[src/hdl/rpf_pkg.sv]
`timescale 1ns / 1ps
// ----------------------------------------------------------------------------
// rpf_pkg: shared types, constants and functions of the radio packet framer
// Holds the framing constants, the whitening table, the crc-16 step
// functions and the command word passed from the front end to the back end.
// ----------------------------------------------------------------------------
package rpf_pkg;

    // framing constants
    localparam int unsigned MAX_PAYLOAD_DEF   = 15;
    localparam int unsigned MAX_ADDRESS_BYTES = 5;
    localparam int unsigned MIN_ADDRESS_BYTES = 3;
    localparam int unsigned ADDR_W            = 8 * MAX_ADDRESS_BYTES;

    localparam logic [15:0] CRC_POLY = 16'h1021;
    localparam logic [15:0] CRC_SEED = 16'hFFFF;
    localparam logic [7:0]  PREAMBLE_ONE  = 8'hAA;
    localparam logic [7:0]  PREAMBLE_ZERO = 8'h55;

    // command queue between front and back end
    localparam int unsigned QDEPTH = 4;
    localparam int unsigned QPTR_W = $clog2(QDEPTH);

    // configuration register indexes
    typedef enum logic [1:0] {
        REG_CRC_EN   = 2'd0,
        REG_TX_ADDR  = 2'd1,
        REG_ADDR_LEN = 2'd2
    } t_reg_idx;

    // one command word: header request and/or one payload byte
    typedef struct packed {
        logic       first;     // packet opens with this word: send header
        logic [3:0] len;       // sampled payload length for the control byte
        logic [1:0] pid;       // packet id for the control byte
        logic       has_pay;   // a payload byte follows the header
        logic [7:0] pay_byte;  // whitened, shifted byte as sent
        logic       fin;       // packet ends after this word
        logic       trail;     // carried bit placed in the trailing byte
    } t_cmd;

    // live configuration seen by the back end
    typedef struct packed {
        logic              crc_en;
        logic [ADDR_W-1:0] addr;
        logic [2:0]        alen;
    } t_cfg;

    // queue status toward the producer and the consumer
    typedef struct packed {
        logic empty;
        logic full;
    } t_q_st;

    // whitening table
    function automatic logic [7:0] whiten_byte(input logic [3:0] idx);
        logic [7:0] v;
        case (idx)
            4'd0:    v = 8'h80;
            4'd1:    v = 8'hf5;
            4'd2:    v = 8'h3b;
            4'd3:    v = 8'h0d;
            4'd4:    v = 8'h6d;
            4'd5:    v = 8'h2a;
            4'd6:    v = 8'hf9;
            4'd7:    v = 8'hbc;
            4'd8:    v = 8'h51;
            4'd9:    v = 8'h8e;
            4'd10:   v = 8'h4c;
            4'd11:   v = 8'hfd;
            4'd12:   v = 8'hc1;
            4'd13:   v = 8'h65;
            4'd14:   v = 8'hd0;
            default: v = 8'h00;
        endcase
        return v;
    endfunction

    // single crc-16-ccitt shift step
    function automatic logic [15:0] crc_step(input logic [15:0] c);
        return c[15] ? ({c[14:0], 1'b0} ^ CRC_POLY) : {c[14:0], 1'b0};
    endfunction

    // feed a whole byte, msb first
    function automatic logic [15:0] crc_feed8(input logic [15:0] c, input logic [7:0] b);
        logic [15:0] x;
        x = c ^ {b, 8'h00};
        for (int k = 0; k < 8; k++) begin
            x = crc_step(x);
        end
        return x;
    endfunction

    // feed one bit (the trailing carried bit)
    function automatic logic [15:0] crc_feed1(input logic [15:0] c, input logic bit_in);
        return crc_step(c ^ {bit_in, 15'h0000});
    endfunction

    // address byte k of the transmit address
    function automatic logic [7:0] addr_byte(input logic [ADDR_W-1:0] a, input logic [2:0] k);
        return a[{k, 3'b000} +: 8];
    endfunction

endpackage

[src/hdl/rpf_front.sv]
`timescale 1ns / 1ps
// ----------------------------------------------------------------------------
// rpf_front: input word classifier
// Tracks packet boundaries, packet id, payload index and the carried bit,
// whitens each payload byte and pushes one command word per input word.
// ----------------------------------------------------------------------------
module rpf_front #(
    parameter int unsigned MAX_PAYLOAD = rpf_pkg::MAX_PAYLOAD_DEF
) (
    input  logic                i_clk,
    input  logic                i_rst_n,
    input  logic                i_in_valid,
    input  logic [7:0]          i_data_byte,
    input  logic [3:0]          i_payload_length,
    input  logic                i_last_item,
    output logic                o_in_stall,
    input  rpf_pkg::t_q_st      i_q_st,
    output logic                o_push,
    output rpf_pkg::t_cmd       o_cmd
);
    import rpf_pkg::*;

    logic       r_in_packet, n_in_packet;
    logic [1:0] r_pid, n_pid;
    logic       r_carry, n_carry;
    logic [3:0] r_idx, n_idx;

    logic       w_carry;
    logic [3:0] w_idx;
    logic [7:0] w_white;
    logic [4:0] w_idx_inc;
    logic       w_fin_pay;

    // stall only when the command queue is full
    assign o_in_stall = i_q_st.full;
    assign o_push     = i_in_valid && !i_q_st.full;

    // whiten and shift the current byte
    assign w_carry   = r_in_packet ? r_carry : 1'b1;
    assign w_idx     = r_in_packet ? r_idx : 4'd0;
    assign w_white   = i_data_byte ^ whiten_byte(w_idx);
    assign w_idx_inc = {1'b0, w_idx} + 5'd1;
    assign w_fin_pay = i_last_item || (w_idx_inc >= 5'(MAX_PAYLOAD));

    // build the command word and next packet state
    always_comb begin
        n_in_packet = r_in_packet;
        n_pid       = r_pid;
        n_carry     = r_carry;
        n_idx       = r_idx;

        o_cmd.first    = !r_in_packet;
        o_cmd.len      = i_payload_length;
        o_cmd.pid      = r_pid;
        o_cmd.has_pay  = 1'b1;
        o_cmd.pay_byte = {w_carry, w_white[7:1]};
        o_cmd.fin      = w_fin_pay;
        o_cmd.trail    = w_white[0];

        if (!r_in_packet) begin
            n_pid = r_pid + 2'd1;
        end

        if (!r_in_packet && i_payload_length == 4'd0) begin
            // empty packet: header then trailer only
            o_cmd.has_pay = 1'b0;
            o_cmd.fin     = 1'b1;
            o_cmd.trail   = 1'b1;
            n_in_packet   = 1'b0;
            n_carry       = 1'b0;
            n_idx         = 4'd0;
        end else if (w_fin_pay) begin
            n_in_packet = 1'b0;
            n_carry     = 1'b0;
            n_idx       = 4'd0;
        end else begin
            n_in_packet = 1'b1;
            n_carry     = w_white[0];
            n_idx       = w_idx_inc[3:0];
        end
    end

    // packet state registers
    always_ff @(posedge i_clk) begin
        if (!i_rst_n) begin
            r_in_packet <= 1'b0;
            r_pid       <= 2'd0;
            r_carry     <= 1'b0;
            r_idx       <= 4'd0;
        end else if (o_push) begin
            r_in_packet <= n_in_packet;
            r_pid       <= n_pid;
            r_carry     <= n_carry;
            r_idx       <= n_idx;
        end
    end

endmodule

[src/hdl/rpf_queue.sv]
`timescale 1ns / 1ps
// ----------------------------------------------------------------------------
// rpf_queue: command queue
// Small register fifo that decouples the classifier from the byte emitter.
// ----------------------------------------------------------------------------
module rpf_queue (
    input  logic               i_clk,
    input  logic               i_rst_n,
    input  logic               i_push,
    input  rpf_pkg::t_cmd      i_cmd,
    input  logic               i_pop,
    output rpf_pkg::t_cmd      o_cmd,
    output rpf_pkg::t_q_st     o_st
);
    import rpf_pkg::*;

    t_cmd              r_mem [QDEPTH];
    logic [QPTR_W-1:0] r_wr, r_rd;
    logic [QPTR_W:0]   r_cnt;

    assign o_cmd      = r_mem[r_rd];
    assign o_st.empty = (r_cnt == '0);
    assign o_st.full  = (r_cnt == (QPTR_W+1)'(QDEPTH));

    // storage
    always_ff @(posedge i_clk) begin
        if (i_push) begin
            r_mem[r_wr] <= i_cmd;
        end
    end

    // pointers and fill count
    always_ff @(posedge i_clk) begin
        if (!i_rst_n) begin
            r_wr  <= '0;
            r_rd  <= '0;
            r_cnt <= '0;
        end else begin
            if (i_push) begin
                r_wr <= r_wr + 1'b1;
            end
            if (i_pop) begin
                r_rd <= r_rd + 1'b1;
            end
            case ({i_push, i_pop})
                2'b10:   r_cnt <= r_cnt + 1'b1;
                2'b01:   r_cnt <= r_cnt - 1'b1;
                default: r_cnt <= r_cnt;
            endcase
        end
    end

endmodule

[src/hdl/rpf_back.sv]
`timescale 1ns / 1ps
// ----------------------------------------------------------------------------
// rpf_back: frame byte emitter
// Walks each command word through header, payload and trailer states, runs
// the crc-16 and, unless stalled, drives one byte per cycle to the output.
// ----------------------------------------------------------------------------
module rpf_back (
    input  logic               i_clk,
    input  logic               i_rst_n,
    input  rpf_pkg::t_cfg      i_cfg,
    input  rpf_pkg::t_cmd      i_cmd,
    input  logic               i_cmd_avail,
    output logic               o_pop,
    input  logic               i_out_stall,
    output logic               o_out_valid,
    output logic [7:0]         o_out_byte,
    output logic               o_last_byte
);
    import rpf_pkg::*;

    typedef enum logic [9:0] {
        S_HEAD   = 10'b00_0000_0001,
        S_ADDR   = 10'b00_0000_0010,
        S_GUARD0 = 10'b00_0000_0100,
        S_GUARD1 = 10'b00_0000_1000,
        S_CTRL   = 10'b00_0001_0000,
        S_PAY    = 10'b00_0010_0000,
        S_TR0    = 10'b00_0100_0000,
        S_TR1    = 10'b00_1000_0000,
        S_TR2    = 10'b01_0000_0000,
        S_SPARE  = 10'b10_0000_0000
    } t_state;

    t_state      r_state, n_state;
    logic [2:0]  r_cnt, n_cnt;
    logic [15:0] r_crc, n_crc;
    logic        r_out_valid;
    logic [7:0]  r_out_byte;
    logic        r_last;

    logic        w_adv, w_step, w_pop, w_last;
    logic [7:0]  w_byte;
    logic [2:0]  w_alen;
    logic [15:0] w_crc1;
    logic [7:0]  w_ctrl;
    logic [7:0]  w_top_addr;

    // address length clamped to the supported range
    always_comb begin
        if (i_cfg.alen < 3'(MIN_ADDRESS_BYTES)) begin
            w_alen = 3'(MIN_ADDRESS_BYTES);
        end else if (i_cfg.alen > 3'(MAX_ADDRESS_BYTES)) begin
            w_alen = 3'(MAX_ADDRESS_BYTES);
        end else begin
            w_alen = i_cfg.alen;
        end
    end

    // highest address byte in use selects the preamble
    assign w_top_addr = addr_byte(i_cfg.addr, w_alen - 3'd1);

    assign w_ctrl = {2'b00, i_cmd.len, i_cmd.pid};
    assign w_crc1 = crc_feed1(r_crc, i_cmd.trail);

    // output register free or being drained
    assign w_adv  = !r_out_valid || !i_out_stall;
    assign w_step = w_adv && (r_state != S_HEAD || i_cmd_avail);
    assign o_pop  = w_step && w_pop;

    // byte sequencer
    always_comb begin
        n_state = r_state;
        n_cnt   = r_cnt;
        n_crc   = r_crc;
        w_byte  = 8'h00;
        w_last  = 1'b0;
        w_pop   = 1'b0;
        unique case (r_state) inside
            S_HEAD, S_PAY: begin
                if (r_state == S_HEAD && i_cmd.first) begin
                    w_byte  = w_top_addr[7] ? PREAMBLE_ONE : PREAMBLE_ZERO;
                    n_crc   = CRC_SEED;
                    n_cnt   = w_alen - 3'd1;
                    n_state = S_ADDR;
                end else begin
                    w_byte = i_cmd.pay_byte;
                    n_crc  = crc_feed8(r_crc, i_cmd.pay_byte);
                    if (i_cmd.fin) begin
                        n_state = S_TR0;
                    end else begin
                        w_pop   = 1'b1;
                        n_state = S_HEAD;
                    end
                end
            end
            S_ADDR: begin
                w_byte = addr_byte(i_cfg.addr, r_cnt);
                n_crc  = crc_feed8(r_crc, w_byte);
                if (r_cnt == 3'd0) begin
                    n_state = S_GUARD0;
                end else begin
                    n_cnt = r_cnt - 3'd1;
                end
            end
            S_GUARD0: begin
                w_byte  = addr_byte(i_cfg.addr, 3'd0);
                n_state = S_GUARD1;
            end
            S_GUARD1: begin
                w_byte  = addr_byte(i_cfg.addr, 3'd0);
                n_state = S_CTRL;
            end
            S_CTRL: begin
                w_byte  = w_ctrl;
                n_crc   = crc_feed8(r_crc, w_ctrl);
                n_state = i_cmd.has_pay ? S_PAY : S_TR0;
            end
            S_TR0: begin
                if (i_cfg.crc_en) begin
                    w_byte  = {i_cmd.trail, w_crc1[15:9]};
                    n_crc   = w_crc1;
                    n_state = S_TR1;
                end else begin
                    w_byte  = {i_cmd.trail, 7'b000_0000};
                    w_last  = 1'b1;
                    w_pop   = 1'b1;
                    n_state = S_HEAD;
                end
            end
            S_TR1: begin
                w_byte  = r_crc[8:1];
                n_state = S_TR2;
            end
            S_TR2: begin
                w_byte  = {r_crc[0], 7'b000_0000};
                w_last  = 1'b1;
                w_pop   = 1'b1;
                n_state = S_HEAD;
            end
            default: begin
                n_state = S_HEAD;
            end
        endcase
    end

    // sequencer state
    always_ff @(posedge i_clk) begin
        if (!i_rst_n) begin
            r_state <= S_HEAD;
            r_cnt   <= 3'd0;
            r_crc   <= CRC_SEED;
        end else if (w_step) begin
            r_state <= n_state;
            r_cnt   <= n_cnt;
            r_crc   <= n_crc;
        end
    end

    // output register
    always_ff @(posedge i_clk) begin
        if (!i_rst_n) begin
            r_out_valid <= 1'b0;
        end else if (w_step) begin
            r_out_valid <= 1'b1;
        end else if (!i_out_stall) begin
            r_out_valid <= 1'b0;
        end
    end

    always_ff @(posedge i_clk) begin
        if (w_step) begin
            r_out_byte <= w_byte;
            r_last     <= w_last;
        end
    end

    assign o_out_valid = r_out_valid;
    assign o_out_byte  = r_out_byte;
    assign o_last_byte = r_last;

endmodule

[src/hdl/radio_packet_framer_crc16_core.sv]
`timescale 1ns / 1ps
// ----------------------------------------------------------------------------
// radio_packet_framer_crc16_core: radio packet framer with crc-16
// Turns payload words into the framed over-the-air byte stream with
// preamble, address, guard bytes, control field, whitened payload and crc.
// ----------------------------------------------------------------------------
// The block emits one framed byte per clock while the output is not stalled.
// The first word of a packet produces address_length + 5 bytes (preamble,
// address, two guard bytes, control byte, first payload byte), each further
// payload word one byte, and the final word one more byte without crc or
// three more with crc; an empty packet yields header plus trailer. The byte
// emitter sets the rate; a four-entry command queue lets input words enter at
// one per cycle while the header is still being sent, until the queue is full.
// Configuration is written over the apb port at byte addresses 0, 8 and 16
// while idle; the user must keep to this, as the block does not enforce it.
// ----------------------------------------------------------------------------
module radio_packet_framer_crc16_core #(
    parameter int unsigned MAX_PAYLOAD = rpf_pkg::MAX_PAYLOAD_DEF
) (
    input  logic        i_clk,
    input  logic        i_rst_n,
    // input words
    input  logic        i_in_valid,
    output logic        o_in_stall,
    input  logic [7:0]  i_data_byte,
    input  logic [3:0]  i_payload_length,
    input  logic        i_last_item,
    // output words
    output logic        o_out_valid,
    input  logic        i_out_stall,
    output logic [7:0]  o_out_byte,
    output logic        o_last_byte,
    // configuration port
    input  logic        psel,
    input  logic        penable,
    input  logic        pwrite,
    input  logic [4:0]  paddr,
    input  logic [63:0] pwdata,
    output logic [63:0] prdata,
    output logic        pready
);
    import rpf_pkg::*;

    logic              r_crc_en;
    logic [ADDR_W-1:0] r_tx_addr;
    logic [2:0]        r_addr_len;

    logic     w_wr;
    t_reg_idx w_reg;
    t_cfg     w_cfg;
    t_cmd     w_push_cmd, w_head_cmd;
    t_q_st    w_q_st;
    logic     w_push, w_pop;

    // configuration registers
    assign pready = 1'b1;
    assign w_reg  = t_reg_idx'(paddr[4:3]);
    assign w_wr   = psel && penable && pwrite;

    always_ff @(posedge i_clk) begin
        if (!i_rst_n) begin
            r_crc_en   <= 1'b1;
            r_tx_addr  <= '0;
            r_addr_len <= 3'(MAX_ADDRESS_BYTES);
        end else if (w_wr) begin
            unique case (w_reg)
                REG_CRC_EN:   r_crc_en   <= pwdata[0];
                REG_TX_ADDR:  r_tx_addr  <= pwdata[ADDR_W-1:0];
                REG_ADDR_LEN: r_addr_len <= pwdata[2:0];
                default:      ;
            endcase
        end
    end

    // register read back
    always_comb begin
        unique case (w_reg)
            REG_CRC_EN:   prdata = {63'd0, r_crc_en};
            REG_TX_ADDR:  prdata = {{(64-ADDR_W){1'b0}}, r_tx_addr};
            REG_ADDR_LEN: prdata = {61'd0, r_addr_len};
            default:      prdata = 64'd0;
        endcase
    end

    assign w_cfg.crc_en = r_crc_en;
    assign w_cfg.addr   = r_tx_addr;
    assign w_cfg.alen   = r_addr_len;

    // classifier
    rpf_front #(
        .MAX_PAYLOAD (MAX_PAYLOAD)
    ) u_front (
        .i_clk            (i_clk),
        .i_rst_n          (i_rst_n),
        .i_in_valid       (i_in_valid),
        .i_data_byte      (i_data_byte),
        .i_payload_length (i_payload_length),
        .i_last_item      (i_last_item),
        .o_in_stall       (o_in_stall),
        .i_q_st           (w_q_st),
        .o_push           (w_push),
        .o_cmd            (w_push_cmd)
    );

    // command queue
    rpf_queue u_queue (
        .i_clk   (i_clk),
        .i_rst_n (i_rst_n),
        .i_push  (w_push),
        .i_cmd   (w_push_cmd),
        .i_pop   (w_pop),
        .o_cmd   (w_head_cmd),
        .o_st    (w_q_st)
    );

    // byte emitter
    rpf_back u_back (
        .i_clk       (i_clk),
        .i_rst_n     (i_rst_n),
        .i_cfg       (w_cfg),
        .i_cmd       (w_head_cmd),
        .i_cmd_avail (!w_q_st.empty),
        .o_pop       (w_pop),
        .i_out_stall (i_out_stall),
        .o_out_valid (o_out_valid),
        .o_out_byte  (o_out_byte),
        .o_last_byte (o_last_byte)
    );

    // back end never retires a word the queue does not hold
    a_pop_nonempty: assert property (@(posedge i_clk) disable iff (!i_rst_n)
        w_pop |-> !w_q_st.empty)
        else $error("queue popped while empty");

    // front end never writes into a full queue
    a_push_not_full: assert property (@(posedge i_clk) disable iff (!i_rst_n)
        w_push |-> !w_q_st.full)
        else $error("queue pushed while full");

    // retiring a word always leaves a byte in the output register
    a_pop_outputs: assert property (@(posedge i_clk) disable iff (!i_rst_n)
        w_pop |=> o_out_valid)
        else $error("word retired without an output byte");

endmodule
[config.mk]
export PLATFORM = sky130hd
export DESIGN_NAME = radio_packet_framer_crc16_core
export DESIGN_NICKNAME = d
export VERILOG_FILES = /design/src/hdl/rpf_pkg.sv /design/src/hdl/rpf_front.sv /design/src/hdl/rpf_queue.sv /design/src/hdl/rpf_back.sv /design/src/hdl/radio_packet_framer_crc16_core.sv
export SDC_FILE = /design/constraint.sdc
export NUM_CORES = 1
export LEC_CHECK = 0
export BUFFER_PORTS_ARGS = -buffer_cell sky130_fd_sc_hd__buf_2
export CORE_ASPECT_RATIO = 0.6
export CORE_MARGIN = 2
export CORE_UTILIZATION = 45
export CTS_BUF_LIST = sky130_fd_sc_hd__clkbuf_16
export DETAILED_ROUTE_END_ITERATION = 8
export PLACE_DENSITY = 0.76
export SLEW_MARGIN = 40
export SYNTH_ARGS = -nofsm -noshare
export SYNTH_HDL_FRONTEND = slang
export SYNTH_SLANG_ARGS = --single-unit
[constraint.sdc]
create_clock -name i_clk -period 2.91 [get_ports i_clk]
set_clock_uncertainty 0.05 [all_clocks]
set_input_delay 0 -clock i_clk [delete_from_list [all_inputs] [get_ports i_clk]]
set_output_delay 0 -clock i_clk [all_outputs]
set_load 0.005 [all_outputs]
==> flow_summary_export.csv <==
group,metric,value,unit
critical_path,critPathMaxFanout,2,
clock_tree,htreeDepth,4,
synthesis,ys_warn_count,0,
timing,final_hold_viol_count,0,
synthesis,yosys-mux-area-fraction,7.97,%
worst_hold_path,hold_class,"in -> reg",
place,placedCellCount,1325,
status,status,"complete, no violations",
route,first_iter_violations,921,
global_routing,grt_pass1_wl,42200,um
global_routing,grt_util_all_layers,25.3,%
die,ios,165,
critical_path,critPathCaptureType,"flip-flop",
timing,post-route-period-util,98.0,%
global_routing,grt_max_degree,42,
synthesis,synth_compound_area_share,13.4,%
power_and_ir_drop,p_leak,4.43,nW
global_routing,antenna_found_initial,0,
power_and_ir_drop,power_per_cell_area,814,mW/mm2
route,wl_met1,12200,um
critical_path,cp.arrival,3.17,ns
power_and_ir_drop,peakVddDrop,0.763,mV
die,dieArea,0.0221,mm2
synthesis,synth_edf_count,81,
place,portBuffers,112,
layout,utilization,57.4,%
critical_path,crit_type,"reg -> reg",
layout,final_cells,1423,
timing,setup_violations,0,
critical_path,cp-start-kind,"flip-flop",
synthesis,synth_flop_cell,"dfxtp_1",
critical_path,cp_data_required_time,3.23,ns
synthesis,avgSynthCellArea,9.92,um2
synthesis,yosys.area_share.simple,17.1,%
clock_tree,clk_pin_slew,0.08,ns
synthesis,synth_top_family_by_area,"simple AND/OR/NAND/NOR gates",
die,die_w,191,um
layout,drive_gt1_share,22.3,%
layout,syn_to_final_growth,23.6,%
place,dp_hpwl,19500,um
clock_tree,cts_tree,"done",
die,die_h,116,um
route,drc,0,
synthesis,yosysUniqueCellTypes,74,
layout,multi_input_area,0.00476,mm2
synthesis,yosys.area_share.adder,2.21,%
layout,fillers,1713,
route,wl,27500,um
flow_run,cap_violations,0,
clock_tree,clock_latency,0.44,ns
global_routing,grt_pass1_vias,7644,
layout,final_net_count,1242,
synthesis,synth_xor_area_share,8.49,%
clock_tree,clockRootBuffer,"clkbuf_16",
route,wl_met2,11300,um
layout,layout.area.seq,0.00424,mm2
timing,grt_setup_unrepaired,"yes",
place,place_congestion,1.01,
synthesis,ys_seq_area_share,45.0,%
synthesis,synth_area,0.00941,mm2
route,detail-route-antenna-nets,0,
timing,max_freq,351,MHz
timing,max-slew-margin-rel,53.4,%
route,top_layer_used,"met4",
die,start_util,46.4,%
synthesis,netlist_instances,949,
route,vias,8114,
synthesis,postSynth.asyncResetShare,0,%
timing,whs,0.0215,ns
die,placementRows,40,
die,core_area,0.0203,mm2
clock_tree,clockBufferDepth,2,
route,routedWlPerCell,19.3,um
clock_tree,cts_made_buffers,17,
global_routing,gr-total-overflow,0,
layout,antennaDiodeCount,0,
timing,min_period,2.85,ns
route,dr.pass1.iters,5,
synthesis,synth-seq-cells,171,
layout,fin_area,0.0116,mm2
route,route.met3.wl,3590,um
timing,report.final.slew_viol_count,0,
clock_tree,clock-sinks,171,
place,dpl_cell_area,0.0104,mm2
timing,max_slew.worst_pin.slew,0.692,ns
route,via_per_inst,5.70,
## cells in the final DEF, fill, tap and decap left out, types with 7 or more instances in the layout
cell / Yosys / routed
nand2_1: 147 / 147
buf_2: 9 / 112
dfxtp_1: 90 / 89
edfxtp_1: 81 / 81
a21oi_1: 77 / 76
dlygate4sd3_1: 0 / 62
xnor2_1: 59 / 59
buf_4: 26 / 57
nor2_1: 50 / 50
and2_1: 45 / 45
o21ai_0: 34 / 34
mux4_2: 27 / 27
conb_1: 2 / 25
xor2_1: 24 / 24
inv_1: 21 / 20
clkbuf_16: 0 / 17
nand3_1: 14 / 14
ha_1: 15 / 14
mux2i_1: 12 / 12
nor3_1: 11 / 11
nor2b_1: 10 / 9
nand4_1: 9 / 9
a222oi_1: 9 / 9
o211ai_1: 9 / 9
a22oi_1: 8 / 8
nand2b_1: 7 / 7
a211oi_1: 7 / 7
## logic make-up (layout without fill, tap and decap cells)
group / Yosys count / count (layout)
buffers and inverters: 108 / 286
adders and majority gates: 16 / 16
other: 2 / 25
and+or+nand+nor: 331 / 331
DFF: 171 / 171
muxes: 41 / 41
AOI/OAI and AO/OA: 193 / 193
xor gates and xnor gates: 87 / 87
## report_power, final
group / switching, mW / internal, mW / total [mW]
sequential: 0.332 / 2.91 / 3.25
combinational: 2.27 / 1.71 / 3.98
clock: 1.10 / 1.14 / 2.24
total: 3.70 / 5.77 / 9.47
## routing by layer
metal  track usage, %  vias to the layer above
met5                0                        -
met4             5.63                        0
met2             35.5                      476
li1                 -                     3711
met3             8.45                       47
met1             37.4                     3880
## worst paths after layout
check / from / endpoint / slack [ns] / cells past startpoint
worst max-delay path: u_back.r_state[1] / u_queue.r_cnt[2] / 0.06 / 10
worst min-delay path: penable / r_crc_en / 0.02 / 5
worst max register to register: u_back.r_state[1] / u_queue.r_cnt[2] / 0.06 / 10
worst min register to register: r_tx_addr[18] / r_tx_addr[18] / 0.42 / 2
## timing repair
item / in CTS / in global routing
setup buffers: 1 / 3
pin swaps: 1 / 8
hold buffers: 62 / 0
gates resized for setup: 0 / 8
setup endpoints to repair: 1 / 4
hold endpoints to repair: 103 / 0
## synth_stat cells, drive strengths merged (2+ instances only)
library cell,n,area share [%]
a211o,2,0.19
o21ai,36,2.0
ha,15,2.0
conb,2,0.080
xnor2,62,6.0
a21boi,6,0.48
dfxtp,90,19
nand3,14,0.74
mux4,27,6.5
a31oi,2,0.13
nor3b,8,0.76
nor4,6,0.47
a211oi,8,0.69
nor3,12,0.76
o221ai,4,0.37
a22o,3,0.28
a22oi,11,1.0
edfxtp,81,26
nor2b,10,0.66
a2bb2oi,2,0.19
a221oi,5,0.47
o2111ai,2,0.19
mux2i,12,1.3
and4,6,0.56
inv,21,0.84
mux2,2,0.24
o211ai,9,0.72
xor2,24,2.2
or3,4,0.27
o21a,2,0.16
buf,45,3.3
nor2,50,2.0
o22ai,3,0.27
nand2b,7,0.47
nand2,147,5.9
a21oi,77,4.1
and3,5,0.33
and2,45,3.0
a222oi,9,0.96
nand4,9,0.60
or2,2,0.13
o311ai,2,0.19
clkbuf,42,1.7
## flip-flops by register name, summed over array words and instances (netlist names), named ones only
signal / count
u_back.o_out_byte: 8
u_front.r_pid: 2
u_back.r_state: 9
r_crc_en: 1
r_addr_len: 3
u_back.o_out_valid: 1
u_back.o_last_byte: 1
u_queue.r_wr: 2
u_front.r_in_packet: 1
u_queue.r_rd: 2
u_back.r_crc: 16
u_queue.r_cnt: 3
u_front.r_carry: 1
u_back.r_cnt: 3
r_tx_addr: 40
u_queue.r_mem: 72
u_front.r_idx: 4
## layout make-up
class	instances	share of cell area, %
multi-input combinational	693	41.0
sequential	171	36.4
timing repair buffer	233	14.1
clock buffer	17	3.66
tap	273	2.94
clock inverter	15	1.26
inverter	21	0.678
## through the flow
stage	setup slack (ns)	TNS (ns)	total power [mW]
global route	-0.0330	-0.0330	9.89
detailed placement	0.0122	0	6.99
global placement	0.0771	0	6.90
finish	0.0570	0	9.47
CTS	0.0192	0	9.31
floorplan	0.0121	0	5.87
## worst max-delay path, cell delays in order, from the launching register on
cell     delay, ns
dfxtp_1       0.31
or4_4         0.56
nor4_4        0.24
and2b_1       0.18
o31a_1        0.20
ha_2          0.20
inv_1         0.05
fa_2          0.33
xor2_1        0.16
or3_1         0.38
a21oi_2       0.12
(Power assumes the default switching activity.)
